File: src/hw/rtl/bptl_pkg.sv
// Shared types and constants for the truncated linear BP message block.
`default_nettype none
package bptl_pkg;

  localparam int MAX_LABELS_DEF = 16;
  localparam int VALUE_BITS_DEF = 24;

  localparam int IN_W      = 20;
  localparam int OUT_W     = 24;
  localparam int IDX_OUT_W = 4;
  localparam int LC_W      = 5;
  localparam int WGT_W     = 16;
  localparam int TD_W      = 5;
  localparam int CFG_IDX_W = 2;
  localparam int CFG_DAT_W = 16;

  localparam logic [CFG_IDX_W-1:0] CFG_LABEL_COUNT = 2'd0;
  localparam logic [CFG_IDX_W-1:0] CFG_SMOOTH_WGT  = 2'd1;
  localparam logic [CFG_IDX_W-1:0] CFG_TRUNC_DIST  = 2'd2;

  typedef enum logic [1:0] {
    ST_IDLE,
    ST_FWD,
    ST_BWD,
    ST_EMIT
  } state_t;

  typedef enum logic [2:0] {
    CELL_HOLD,
    CELL_LOAD,
    CELL_FWD,
    CELL_BWD,
    CELL_SHIFT
  } cell_op_t;

  typedef struct packed {
    cell_op_t         op;
    logic [WGT_W-1:0] weight;
  } cell_ctl_t;

endpackage
`default_nettype wire

File: src/hw/rtl/bptl_cell.sv
// One label cell: holds a value, applies envelope steps and shifts toward label 0.
`default_nettype none
module bptl_cell #(
  parameter int VALUE_BITS = bptl_pkg::VALUE_BITS_DEF
) (
  input  wire logic                         clk,
  input  wire bptl_pkg::cell_ctl_t          ctl,
  input  wire logic signed [VALUE_BITS-1:0] load_val,
  input  wire logic signed [VALUE_BITS-1:0] left_val,
  input  wire logic signed [VALUE_BITS-1:0] right_val,
  output logic signed [VALUE_BITS-1:0]      value
);

  // room for a neighbour value plus the full weight
  localparam int EW = ((VALUE_BITS > bptl_pkg::WGT_W) ? VALUE_BITS : bptl_pkg::WGT_W) + 2;

  logic signed [VALUE_BITS-1:0] v_r, v_nxt;
  logic signed [EW-1:0]         w_ext, v_ext, nb_ext, cand;

  always_comb begin
    w_ext  = EW'(ctl.weight);
    v_ext  = EW'(v_r);
    nb_ext = (ctl.op == bptl_pkg::CELL_FWD) ? EW'(left_val)
                                             : EW'(right_val);
    cand   = nb_ext + w_ext;
    v_nxt  = v_r;
    case (ctl.op)
      bptl_pkg::CELL_LOAD:  v_nxt = load_val;
      bptl_pkg::CELL_FWD,
      bptl_pkg::CELL_BWD: begin
        if (cand < v_ext) v_nxt = cand[VALUE_BITS-1:0];
      end
      bptl_pkg::CELL_SHIFT: v_nxt = right_val;
      default:              v_nxt = v_r;
    endcase
  end

  always_ff @(posedge clk) begin
    v_r <= v_nxt;
  end

  assign value = v_r;

endmodule
`default_nettype wire

File: src/hw/rtl/bp_truncated_linear_message.sv
// Top level: label loading, envelope sequencing, clamp, normalise and output.
//
// One label is taken per start beat (busy stays low while loading). The beat
// that brings the last label starts the message: a forward pass and a backward
// pass run along the row of label cells, one cell per cycle, then n result
// beats leave one per cycle as the row shifts toward label 0. Results appear
// in the cycle after they are formed, on out_strobe, for one cycle each; the
// receiver cannot stall them. Configuration is taken at once.
`default_nettype none
module bp_truncated_linear_message #(
  parameter int MAX_LABELS = bptl_pkg::MAX_LABELS_DEF,
  parameter int VALUE_BITS = bptl_pkg::VALUE_BITS_DEF
) (
  input  wire logic                                   clk,
  input  wire logic                                   rst_n,
  input  wire logic                                   start,
  output logic                                        busy,
  input  wire logic signed [bptl_pkg::IN_W-1:0]       in_msg_a,
  input  wire logic signed [bptl_pkg::IN_W-1:0]       in_msg_b,
  input  wire logic signed [bptl_pkg::IN_W-1:0]       in_msg_c,
  input  wire logic signed [bptl_pkg::IN_W-1:0]       in_unary_cost,
  output logic                                        out_strobe,
  output logic signed [bptl_pkg::OUT_W-1:0]           out_message_value,
  output logic [bptl_pkg::IDX_OUT_W-1:0]              out_label_index,
  output logic                                        out_last_label,
  input  wire logic                                   cfg_we,
  input  wire logic [bptl_pkg::CFG_IDX_W-1:0]         cfg_index,
  input  wire logic [bptl_pkg::CFG_DAT_W-1:0]         cfg_wdata
);

  localparam int IW  = $clog2(MAX_LABELS);
  localparam int CW  = $clog2(MAX_LABELS + 1);
  localparam int WW  = (CW > bptl_pkg::LC_W) ? CW : bptl_pkg::LC_W;
  localparam int SUM_W = bptl_pkg::IN_W + 2;
  localparam int LW  = VALUE_BITS + 23;
  localparam int TW  = VALUE_BITS + 23;
  localparam int DW  = VALUE_BITS + 9;
  localparam int OW  = bptl_pkg::OUT_W;
  localparam int XW  = bptl_pkg::IDX_OUT_W;
  localparam int PW  = bptl_pkg::WGT_W + bptl_pkg::TD_W;

  localparam logic signed [LW-1:0] SUM_HI = LW'((64'sd1 <<< (VALUE_BITS - 1)) - 64'sd1);
  localparam logic signed [LW-1:0] SUM_LO = -SUM_HI - LW'(1);
  localparam logic signed [DW-1:0] OUT_HI = DW'((64'sd1 <<< (OW - 1)) - 64'sd1);
  localparam logic signed [DW-1:0] OUT_LO = -OUT_HI - DW'(1);

  // configuration
  logic [bptl_pkg::LC_W-1:0]  label_count_r;
  logic [bptl_pkg::WGT_W-1:0] weight_r;
  logic [bptl_pkg::TD_W-1:0]  trunc_r;

  always_ff @(posedge clk) begin
    if (!rst_n) begin
      label_count_r <= bptl_pkg::LC_W'(16);
      weight_r      <= bptl_pkg::WGT_W'(256);
      trunc_r       <= bptl_pkg::TD_W'(2);
    end else if (cfg_we) begin
      unique case (cfg_index)
        bptl_pkg::CFG_LABEL_COUNT: label_count_r <= cfg_wdata[bptl_pkg::LC_W-1:0];
        bptl_pkg::CFG_SMOOTH_WGT:  weight_r      <= cfg_wdata[bptl_pkg::WGT_W-1:0];
        bptl_pkg::CFG_TRUNC_DIST:  trunc_r       <= cfg_wdata[bptl_pkg::TD_W-1:0];
        default: ;
      endcase
    end
  end

  // control state
  bptl_pkg::state_t state_r, state_nxt;
  logic [CW-1:0]    load_count_r, load_count_nxt;
  logic [CW-1:0]    n_r, n_nxt;
  logic [CW-1:0]    step_r, step_nxt;
  logic signed [VALUE_BITS-1:0] rmin_r, rmin_nxt;
  logic signed [TW-1:0]         tmin_r, tmin_nxt;
  logic signed [VALUE_BITS-1:0] first_r, first_nxt;

  logic                         accept;
  logic [WW-1:0]                lc_ext;
  logic [CW-1:0]                want, n_new;
  logic                         trigger;
  logic signed [SUM_W-1:0]      sum_raw;
  logic signed [LW-1:0]         sum_ext;
  logic signed [VALUE_BITS-1:0] sum_sat;
  logic [PW-1:0]                prod;

  logic signed [VALUE_BITS-1:0] cell_val [MAX_LABELS];
  logic signed [VALUE_BITS-1:0] head_clamped;
  logic signed [DW-1:0]         diff;
  logic signed [OW-1:0]         diff_sat;
  logic                         emit_last;

  assign accept = start && !busy;

  always_comb begin
    lc_ext = WW'(label_count_r);
    if (label_count_r == '0) want = CW'(1);
    else if (lc_ext > WW'(MAX_LABELS)) want = CW'(MAX_LABELS);
    else want = CW'(lc_ext);
    n_new   = load_count_r + CW'(1);
    trigger = accept && (n_new >= want);
  end

  always_comb begin
    sum_raw = SUM_W'(in_msg_a) + SUM_W'(in_msg_b) + SUM_W'(in_msg_c)
            + SUM_W'(in_unary_cost);
    sum_ext = LW'(sum_raw);
    if (sum_ext > SUM_HI) sum_sat = SUM_HI[VALUE_BITS-1:0];
    else if (sum_ext < SUM_LO) sum_sat = SUM_LO[VALUE_BITS-1:0];
    else sum_sat = sum_ext[VALUE_BITS-1:0];
  end

  assign prod = PW'(weight_r) * PW'(trunc_r);

  always_comb begin
    head_clamped = (TW'(cell_val[0]) > tmin_r) ? tmin_r[VALUE_BITS-1:0] : cell_val[0];
    diff = DW'(head_clamped) - DW'(first_r);
    if (diff > OUT_HI) diff_sat = OUT_HI[OW-1:0];
    else if (diff < OUT_LO) diff_sat = OUT_LO[OW-1:0];
    else diff_sat = diff[OW-1:0];
    emit_last = (step_r == n_r - CW'(1));
  end

  // next state
  always_comb begin
    state_nxt = state_r;
    unique case (state_r)
      bptl_pkg::ST_IDLE: if (trigger) state_nxt = bptl_pkg::ST_FWD;
      bptl_pkg::ST_FWD:  if (step_r >= n_r) state_nxt = bptl_pkg::ST_BWD;
      bptl_pkg::ST_BWD:  if (step_r == '0) state_nxt = bptl_pkg::ST_EMIT;
      bptl_pkg::ST_EMIT: if (emit_last) state_nxt = bptl_pkg::ST_IDLE;
      default:           state_nxt = bptl_pkg::ST_IDLE;
    endcase
  end

  // datapath control
  always_comb begin
    load_count_nxt = load_count_r;
    n_nxt          = n_r;
    step_nxt       = step_r;
    rmin_nxt       = rmin_r;
    tmin_nxt       = tmin_r;
    first_nxt      = first_r;
    unique case (state_r)
      bptl_pkg::ST_IDLE: begin
        if (accept) begin
          if (load_count_r == '0 || sum_sat < rmin_r) rmin_nxt = sum_sat;
          load_count_nxt = trigger ? '0 : n_new;
          n_nxt          = n_new;
          step_nxt       = CW'(1);
        end
      end
      bptl_pkg::ST_FWD: begin
        tmin_nxt = TW'(rmin_r) + TW'(prod);
        if (step_r >= n_r) step_nxt = n_r - CW'(1);
        else step_nxt = step_r + CW'(1);
      end
      bptl_pkg::ST_BWD: begin
        if (step_r == '0) first_nxt = head_clamped;
        else step_nxt = step_r - CW'(1);
      end
      bptl_pkg::ST_EMIT: step_nxt = step_r + CW'(1);
      default: ;
    endcase
  end

  always_ff @(posedge clk) begin
    if (!rst_n) begin
      state_r      <= bptl_pkg::ST_IDLE;
      load_count_r <= '0;
      rmin_r       <= '0;
      n_r          <= '0;
      step_r       <= '0;
    end else begin
      state_r      <= state_nxt;
      load_count_r <= load_count_nxt;
      rmin_r       <= rmin_nxt;
      n_r          <= n_nxt;
      step_r       <= step_nxt;
    end
  end

  always_ff @(posedge clk) begin
    tmin_r  <= tmin_nxt;
    first_r <= first_nxt;
  end

  // outputs
  logic            out_strobe_r, out_strobe_nxt;
  logic signed [OW-1:0] out_value_r, out_value_nxt;
  logic [XW-1:0]   out_index_r, out_index_nxt;
  logic            out_last_r, out_last_nxt;

  always_comb begin
    busy           = (state_r != bptl_pkg::ST_IDLE);
    out_strobe_nxt = (state_r == bptl_pkg::ST_EMIT);
    out_value_nxt  = diff_sat;
    out_index_nxt  = XW'(step_r);
    out_last_nxt   = (state_r == bptl_pkg::ST_EMIT) && emit_last;
  end

  always_ff @(posedge clk) begin
    if (!rst_n) begin
      out_strobe_r <= 1'b0;
      out_last_r   <= 1'b0;
    end else begin
      out_strobe_r <= out_strobe_nxt;
      out_last_r   <= out_last_nxt;
    end
  end

  always_ff @(posedge clk) begin
    out_value_r <= out_value_nxt;
    out_index_r <= out_index_nxt;
  end

  assign out_strobe        = out_strobe_r;
  assign out_message_value = out_value_r;
  assign out_label_index   = out_index_r;
  assign out_last_label    = out_last_r;

  // row of label cells
  for (genvar i = 0; i < MAX_LABELS; i++) begin : g_cell
    bptl_pkg::cell_ctl_t          ctl;
    logic signed [VALUE_BITS-1:0] left_v, right_v;

    always_comb begin
      ctl.weight = weight_r;
      ctl.op     = bptl_pkg::CELL_HOLD;
      unique case (state_r)
        bptl_pkg::ST_IDLE:
          if (accept && load_count_r[IW-1:0] == IW'(i)) ctl.op = bptl_pkg::CELL_LOAD;
        bptl_pkg::ST_FWD:
          if (i > 0 && step_r < n_r && step_r == CW'(i)) ctl.op = bptl_pkg::CELL_FWD;
        bptl_pkg::ST_BWD:
          if (step_r != '0 && step_r == CW'(i + 1)) ctl.op = bptl_pkg::CELL_BWD;
        bptl_pkg::ST_EMIT: ctl.op = bptl_pkg::CELL_SHIFT;
        default: ;
      endcase
    end

    if (i == 0) begin : g_left_edge
      assign left_v = '0;
    end else begin : g_left
      assign left_v = cell_val[i-1];
    end
    if (i == MAX_LABELS - 1) begin : g_right_edge
      assign right_v = '0;
    end else begin : g_right
      assign right_v = cell_val[i+1];
    end

    bptl_cell #(
      .VALUE_BITS(VALUE_BITS)
    ) u_cell (
      .clk       (clk),
      .ctl       (ctl),
      .load_val  (sum_sat),
      .left_val  (left_v),
      .right_val (right_v),
      .value     (cell_val[i])
    );
  end

  // checks
  a_strobe_after_emit: assert property (@(posedge clk) disable iff (!rst_n)
    out_strobe |-> $past(state_r == bptl_pkg::ST_EMIT))
    else $error("result beat without emission");

  a_last_ends_emit: assert property (@(posedge clk) disable iff (!rst_n)
    (state_r == bptl_pkg::ST_EMIT && emit_last) |=> state_r == bptl_pkg::ST_IDLE)
    else $error("emission did not end after last label");

  a_last_then_quiet: assert property (@(posedge clk) disable iff (!rst_n)
    out_last_label |-> out_strobe ##1 !out_strobe)
    else $error("beat after last label");

  a_trigger_starts_pass: assert property (@(posedge clk) disable iff (!rst_n)
    trigger |=> (state_r == bptl_pkg::ST_FWD && load_count_r == '0))
    else $error("message did not start");

endmodule
`default_nettype wire
File: config.mk
export PLATFORM = sky130hd
export DESIGN_NAME = bp_truncated_linear_message
export DESIGN_NICKNAME = d
export VERILOG_FILES = /design/src/hw/rtl/bptl_pkg.sv /design/src/hw/rtl/bptl_cell.sv /design/src/hw/rtl/bp_truncated_linear_message.sv
export SDC_FILE = /design/constraint.sdc
export NUM_CORES = 2
export LEC_CHECK = 0
export ABC_AREA = 0
export BUFFER_PORTS_ARGS = -buffer_cell sky130_fd_sc_hd__buf_2
export CAP_MARGIN = 20
export CORE_AREA = 4 4 337 339
export DETAILED_ROUTE_END_ITERATION = 10
export DIE_AREA = 0 0 341 343
export PLACE_DENSITY = 0.77
export SLEW_MARGIN = 20
export SYNTH_ARGS = -nofsm -noshare
export SYNTH_HDL_FRONTEND = slang
export SYNTH_HIERARCHICAL = 1
export SYNTH_SLANG_ARGS = --single-unit
File: constraint.sdc
create_clock -name clk -period 12.82 [get_ports clk]
set_input_delay 2.564 -clock clk [delete_from_list [all_inputs] [get_ports clk]]
set_output_delay 2.564 -clock clk [all_outputs]
set_load 0.005 [all_outputs]
Yosys cells after proc, flatten, opt, wreduce, memory -nomap -nowiden --
Index checks and enable logic that the tools add are counted.
Word-level totals: register bits after elaboration 552, latch bits 0, bits in writable memories 0, ROM bits 0, input port bits 102, output and inout bits 31, word-level logic and storage cells 448, memories 0
Operators by class: add/sub/neg operators 25, multiply operators 1, divide/modulo/power cells 0, magnitude comparators 26, equal/unequal tests 123, shift operators 0, multiplexer cells 127, bitwise logic cells 0, reduce and logical (&&, ||, !) cells 116
Operators by type and width (number):
- 24-bit case mux with 3 select lines | 16
- 24-bit two-way mux | 20
- 26-bit by 17-bit adder with 26-bit output | 16
- 26-bit by 24-bit < comparator with 1-bit output | 16
- 26-bit two-way mux | 16
- 3-bit case mux with 4 select lines | 15
- 3-bit by 2-bit == test with 1-bit output, second input constant | 32
- 2-bit two-way mux | 35
- 1-bit logical AND | 50
- 3-bit by 1-bit == test with 1-bit output, second input constant | 16
- 3-bit == test, second input constant | 16
- 3-bit nonzero test | 16
- 24-bit by 47-bit greater-than comparator with 1-bit output | 1
- 2-bit AND reduction | 22
- 5-bit by 4-bit == test with 1-bit output, second input constant | 8
- 4-bit == test, second input constant | 8
- 2-bit by 1-bit != test with 1-bit output, second input constant | 16
- 2-bit OR reduction | 16
- 5-bit two-way mux | 6
- 24-bit by 22-bit adder with 25-bit output | 1
- 25-bit by 24-bit greater-than comparator with 1-bit output, second input constant | 1
- 25-bit by 24-bit < comparator with 1-bit output, second input constant | 1
- 24-bit by 24-bit subtractor with 25-bit output | 1
- 22-bit by 24-bit greater-than comparator with 1-bit output, second input constant | 1
- 35 further kinds | 72

Depth between registers and ports, before layout --
depth after elaboration 12, mapped depth 33, mapped depth without buffers 30

Hierarchy --
Netlist, hierarchy kept.
By module, submodules not included:
- bptl_cell at g_cell[12].u_cell ... | times used 9, cells an instance 389, area an instance 3250.6 um2, seq. area each 720.7 um2
- bp_truncated_linear_message | times used 1, cells an instance 1606, area an instance 14026.0 um2, seq. area each 3393.3 um2
- bptl_cell at g_cell[10].u_cell ... | times used 2, cells an instance 383, area an instance 3309.4 um2, seq. area each 720.7 um2
- bptl_cell at g_cell[8].u_cell | times used 1, cells an instance 396, area an instance 3403.3 um2, seq. area each 720.7 um2
- bptl_cell at g_cell[0].u_cell | times used 1, cells an instance 386, area an instance 3306.9 um2, seq. area each 720.7 um2
- bptl_cell at g_cell[9].u_cell | times used 1, cells an instance 364, area an instance 3199.3 um2, seq. area each 720.7 um2
- bptl_cell at g_cell[6].u_cell | times used 1, cells an instance 364, area an instance 3181.8 um2, seq. area each 720.7 um2
- bptl_cell at g_cell[7].u_cell | times used 1, cells an instance 369, area an instance 3129.3 um2, seq. area each 720.7 um2

Worst setup path after synthesis --
OpenSTA, ideal clock, no wires.
path kind input port to flip-flop, start input port start, end register g_cell[10].u_cell.v_r[0], enable pin, library setup time 0.444 ns, data arrival time 9.436 ns, data required time 12.376 ns, path slack 2.940 ns, cell stages on the path 23, buffers on the path 3, cell sequence inv_1 nor2_1 clkbuf_1 nand2_1 o22ai_1 nor3b_4 buf_6 buf_2 mux2_2 ha_1 fa_1 a21o_2 a311o_1 a21bo_1 o21ai_0 a21boi_0 xnor2_1 ha_1 nand4_1 nor4_1 nor4bb_1 nor3_1 o32ai_1
RTL lines:
- from (decl) | line bp_truncated_linear_message.sv:16 | input wire logic start,
- to (signal assigned) | line bptl_cell.sv:39 | v_r <= v_nxt;
- to (decl) | line bptl_cell.sv:17 | logic signed [VALUE_BITS-1:0] v_r, v_nxt;

==> flow_metrics.env <==
export IMPL_status="completed"
export IMPL_place_hpwl_mm=169
export IMPL_fin_nets=8927
export IMPL_rsz0062_at_grt="false"
export IMPL_multi_input_area_sq_um=48000
export IMPL_fill_cells=9349
export IMPL_maxCapViolCount=0
export IMPL_clockBufferDepth=3
export IMPL_grt_start_max_net_pins=46
export IMPL_drc=0
export IMPL_reg2reg_slack_ns=3.71
export IMPL_ys_seq_elements=529
export IMPL_reg2reg_depth=25
export IMPL_avgSynthCellArea_sq_um=8.53
export IMPL_drtAntennaViolNets=0
export IMPL_insertion_delay_ns=0.67
export IMPL_grt_pass1_wl_mm=341
export IMPL_core_sq_um=110000
export IMPL_grt_overflow_total=0
export IMPL_synth_area_leader_cell="edfxtp_1"
export IMPL_seqCellArea_sq_um=14900
export IMPL_p_sw_uw=5030
export IMPL_cts_made_buffers=71
export IMPL_rows=122
export IMPL_placed_cells=9315
export IMPL_min_to="weight_r[10]"
export IMPL_fin_skew_ns=0.0236
export IMPL_dr_first_iter_drc_count=6671
export IMPL_hold_path_startpoint="weight_r[10]"
export IMPL_clkPwrFrac=0.184
export IMPL_tritoncts="done"
export IMPL_relSlewSlack=0.199
export IMPL_firstDrtPassIters=6
export IMPL_drive_above_1_share=0.117
export IMPL_fp_dieH_microns=343
export IMPL_timing_rr_end="g_cell[13].u_cell/value[18]"
export IMPL_netlist_area_sq_um=66100
export IMPL_synth_top_area_frac=0.197
export IMPL_tightest_slew_ns=1.20
export IMPL_critPathRequiredTime_ns=13.17
export IMPL_antenna_found_initial=6
export IMPL_vias=62000
export IMPL_ios=133
export IMPL_tns_ns=0
export IMPL_r2r_start="step_r[0]"
export IMPL_grt_pass1_vias=59000
export IMPL_cts_root_buf="clkbuf_16"
export IMPL_ctsHoldBuffers=0
export IMPL_cts_sinks=529
export IMPL_netlist_instances=7752
export IMPL_die_area_sq_um=117000
export IMPL_wl_per_cell_microns=23.8
export IMPL_synth_edf_count=433
export IMPL_pwr_density_cell_nw_per_um2=157
export IMPL_min_period_ns=9.37
export IMPL_synth_area_leaders="edfxtp_1, ha_1, nand2_1"
export IMPL_seqPwrFrac=0.249
export IMPL_start_kind="input pin"
export IMPL_final_cell_area_sq_um=71400
export IMPL_synthArstFlopShare=0
export IMPL_intPower_uw=6210
export IMPL_port_buffers=132
export IMPL_leakage_uw=0.0325
export IMPL_sw_frac_of_total=0.447
export IMPL_post_cts_buffers=0
export IMPL_cts_resized=0
export IMPL_syn_to_final_growth_pct=7.97
export IMPL_hold_path_class="reg -> reg"
export IMPL_cp_end_kind="register"
export IMPL_combPwrFrac=0.567
export IMPL_yosys_most_used_dff="edfxtp_1"
export IMPL_report_final_slew_viol_count=0
export IMPL_grt_util_all_layers=0.369
export IMPL_place_area_sq_um=69000
export IMPL_min_path_cells=2
export IMPL_yosysUniqueCellTypes=123
export IMPL_hold_violations=0
export IMPL_clkSlewWorstSetupHoldPaths_ns=0.05
export IMPL_synth_common_cells="nand2_1, ha_1, inv_1"
export IMPL_gp_congestion=1.00
export IMPL_routed_wl_mm=225
export IMPL_crit_type="in -> reg"
export IMPL_arrival_ns=9.72
export IMPL_setup_viol=0
export IMPL_synth_seq_area_share=0.226
export IMPL_fmax_ghz=0.107
export IMPL_layout_cells_non_filler=9445
export IMPL_h_tree_depth=3
export IMPL_initial_core_util=0.599
export IMPL_ir_worst_vdd_mv=0.206
export IMPL_yosysMostFrequentCell="nand2_1"
export IMPL_die_w_microns=341
export IMPL_yosysWarningCount=6
export IMPL_path_max_fanout=32
export IMPL_vias_per_cell=6.56
export IMPL_post_route_period_util=0.731
## state kept, by name (all words and copies together) (netlist names)
name                 cells
g_cell.u_cell/value    384
n_r                      5
out_message_value       24
load_count_r             5
rmin_r                  23
first_r                 24
out_last_label           1
step_r                   5
state_r                  2
tmin_r                  25
label_count_r            5
trunc_r                  5
out_strobe               1
out_label_index          4
weight_r                16
## cell type report
type | instances | area share
Sequential cell | 529 | 0.209
Clock inverter | 42 | 0.00629
Antenna cell | 1 | 0.0000351
Multi-Input combinational cell | 6331 | 0.672
Timing Repair Buffer | 261 | 0.0229
Clock buffer | 86 | 0.0262
Inverter | 707 | 0.0372
Tap cell | 1488 | 0.0261
## cell families after synthesis
kind of cell    share of synthesized area
compound gates                      0.236
simple gates                        0.157
buf+inv                            0.0599
fa+ha+maj                           0.187
flops                               0.226
mux                                0.0750
xor+xnor                           0.0594
other cells                     0.0000567
## stage by stage
stage | total power (uW) | util | setup WS [ns] | hold WS, ns
after floorplan | 7010 | - | 2.94 | 0.384
after global placement | 8790 | 0.626 | 2.92 | 0.440
after detailed placement | 8980 | 0.626 | 2.73 | 0.448
after CTS | 11100 | 0.647 | 3.38 | 0.456
after global routing | 11900 | 0.647 | 2.98 | 0.498
final | 11200 | 0.647 | 3.45 | 0.454
## metal layers
metal  track usage  share of wire  up-vias
li1              -              -    28700
met1         0.484           0.40    29200
met2         0.588           0.44     3343
met3        0.0666           0.10      772
met4         0.186          0.059        2
met5             0       0.000071        -
## cell usage in the layout (no fill, tap or decap), types with 61 or more instances in the layout
master / instances
a211oi_1: 61
a21o_1: 276
a21oi_1: 556
a221o_1: 72
a22o_1: 90
a22oi_1: 219
and2_1: 72
buf_2: 132
buf_4: 128
clkbuf_16: 71
conb_1: 97
dfxtp_1: 89
edfxtp_1: 433
fa_1: 101
ha_1: 822
inv_1: 706
mux2_2: 288
mux2i_1: 170
nand2_1: 921
nand3_1: 192
nand4_1: 143
nor2_1: 432
nor2b_1: 76
o211ai_1: 62
o21a_1: 62
o21ai_0: 250
o21ai_1: 89
xnor2_1: 210
xor2_1: 217
## power groups by stage
stage | sequential [uW] | clock, uW | combinational, uW
after CTS | 2800 | 2090 | 6210
after global placement | 2820 | 0 | 5970
after global routing | 2820 | 2150 | 6910
after floorplan | 2680 | 0 | 4330
final | 2800 | 2060 | 6370
after detailed placement | 2830 | 0 | 6150
## critical path: stages
cell and delay (ns):
buf_2 0.12, inv_1 0.06, nor2_1 0.81, nand2_1 0.28, o22ai_1 0.49, nor3b_4 0.08, buf_4 0.27, mux2_2 0.32
ha_1 0.21, fa_1 0.42, a21o_2 0.25, a311o_1 0.39, a21bo_1 0.28, o21ai_0 0.44, a21boi_0 0.23, xnor2_1 0.17
ha_1 0.28, nand4_1 0.13, nor4_1 0.42, nor4bb_1 0.42, nor3_1 0.14, o32ai_4 0.66, buf_8 0.26
## worst max path at each step
stage / start / endpoint / cells past startpoint / slack (ns)
floorplan: start / g_cell[10].u_cell/value[0] / 23 / 2.94
global placement: start / g_cell[10].u_cell/value[0] / 22 / 2.92
detailed placement: start / g_cell[10].u_cell/value[0] / 22 / 2.73
CTS: start / g_cell[10].u_cell/value[0] / 22 / 3.38
global route: start / g_cell[10].u_cell/value[0] / 23 / 2.98
finish: start / g_cell[10].u_cell/value[0] / 23 / 3.45
No activity file was read; power rests on OpenSTA's default activity.
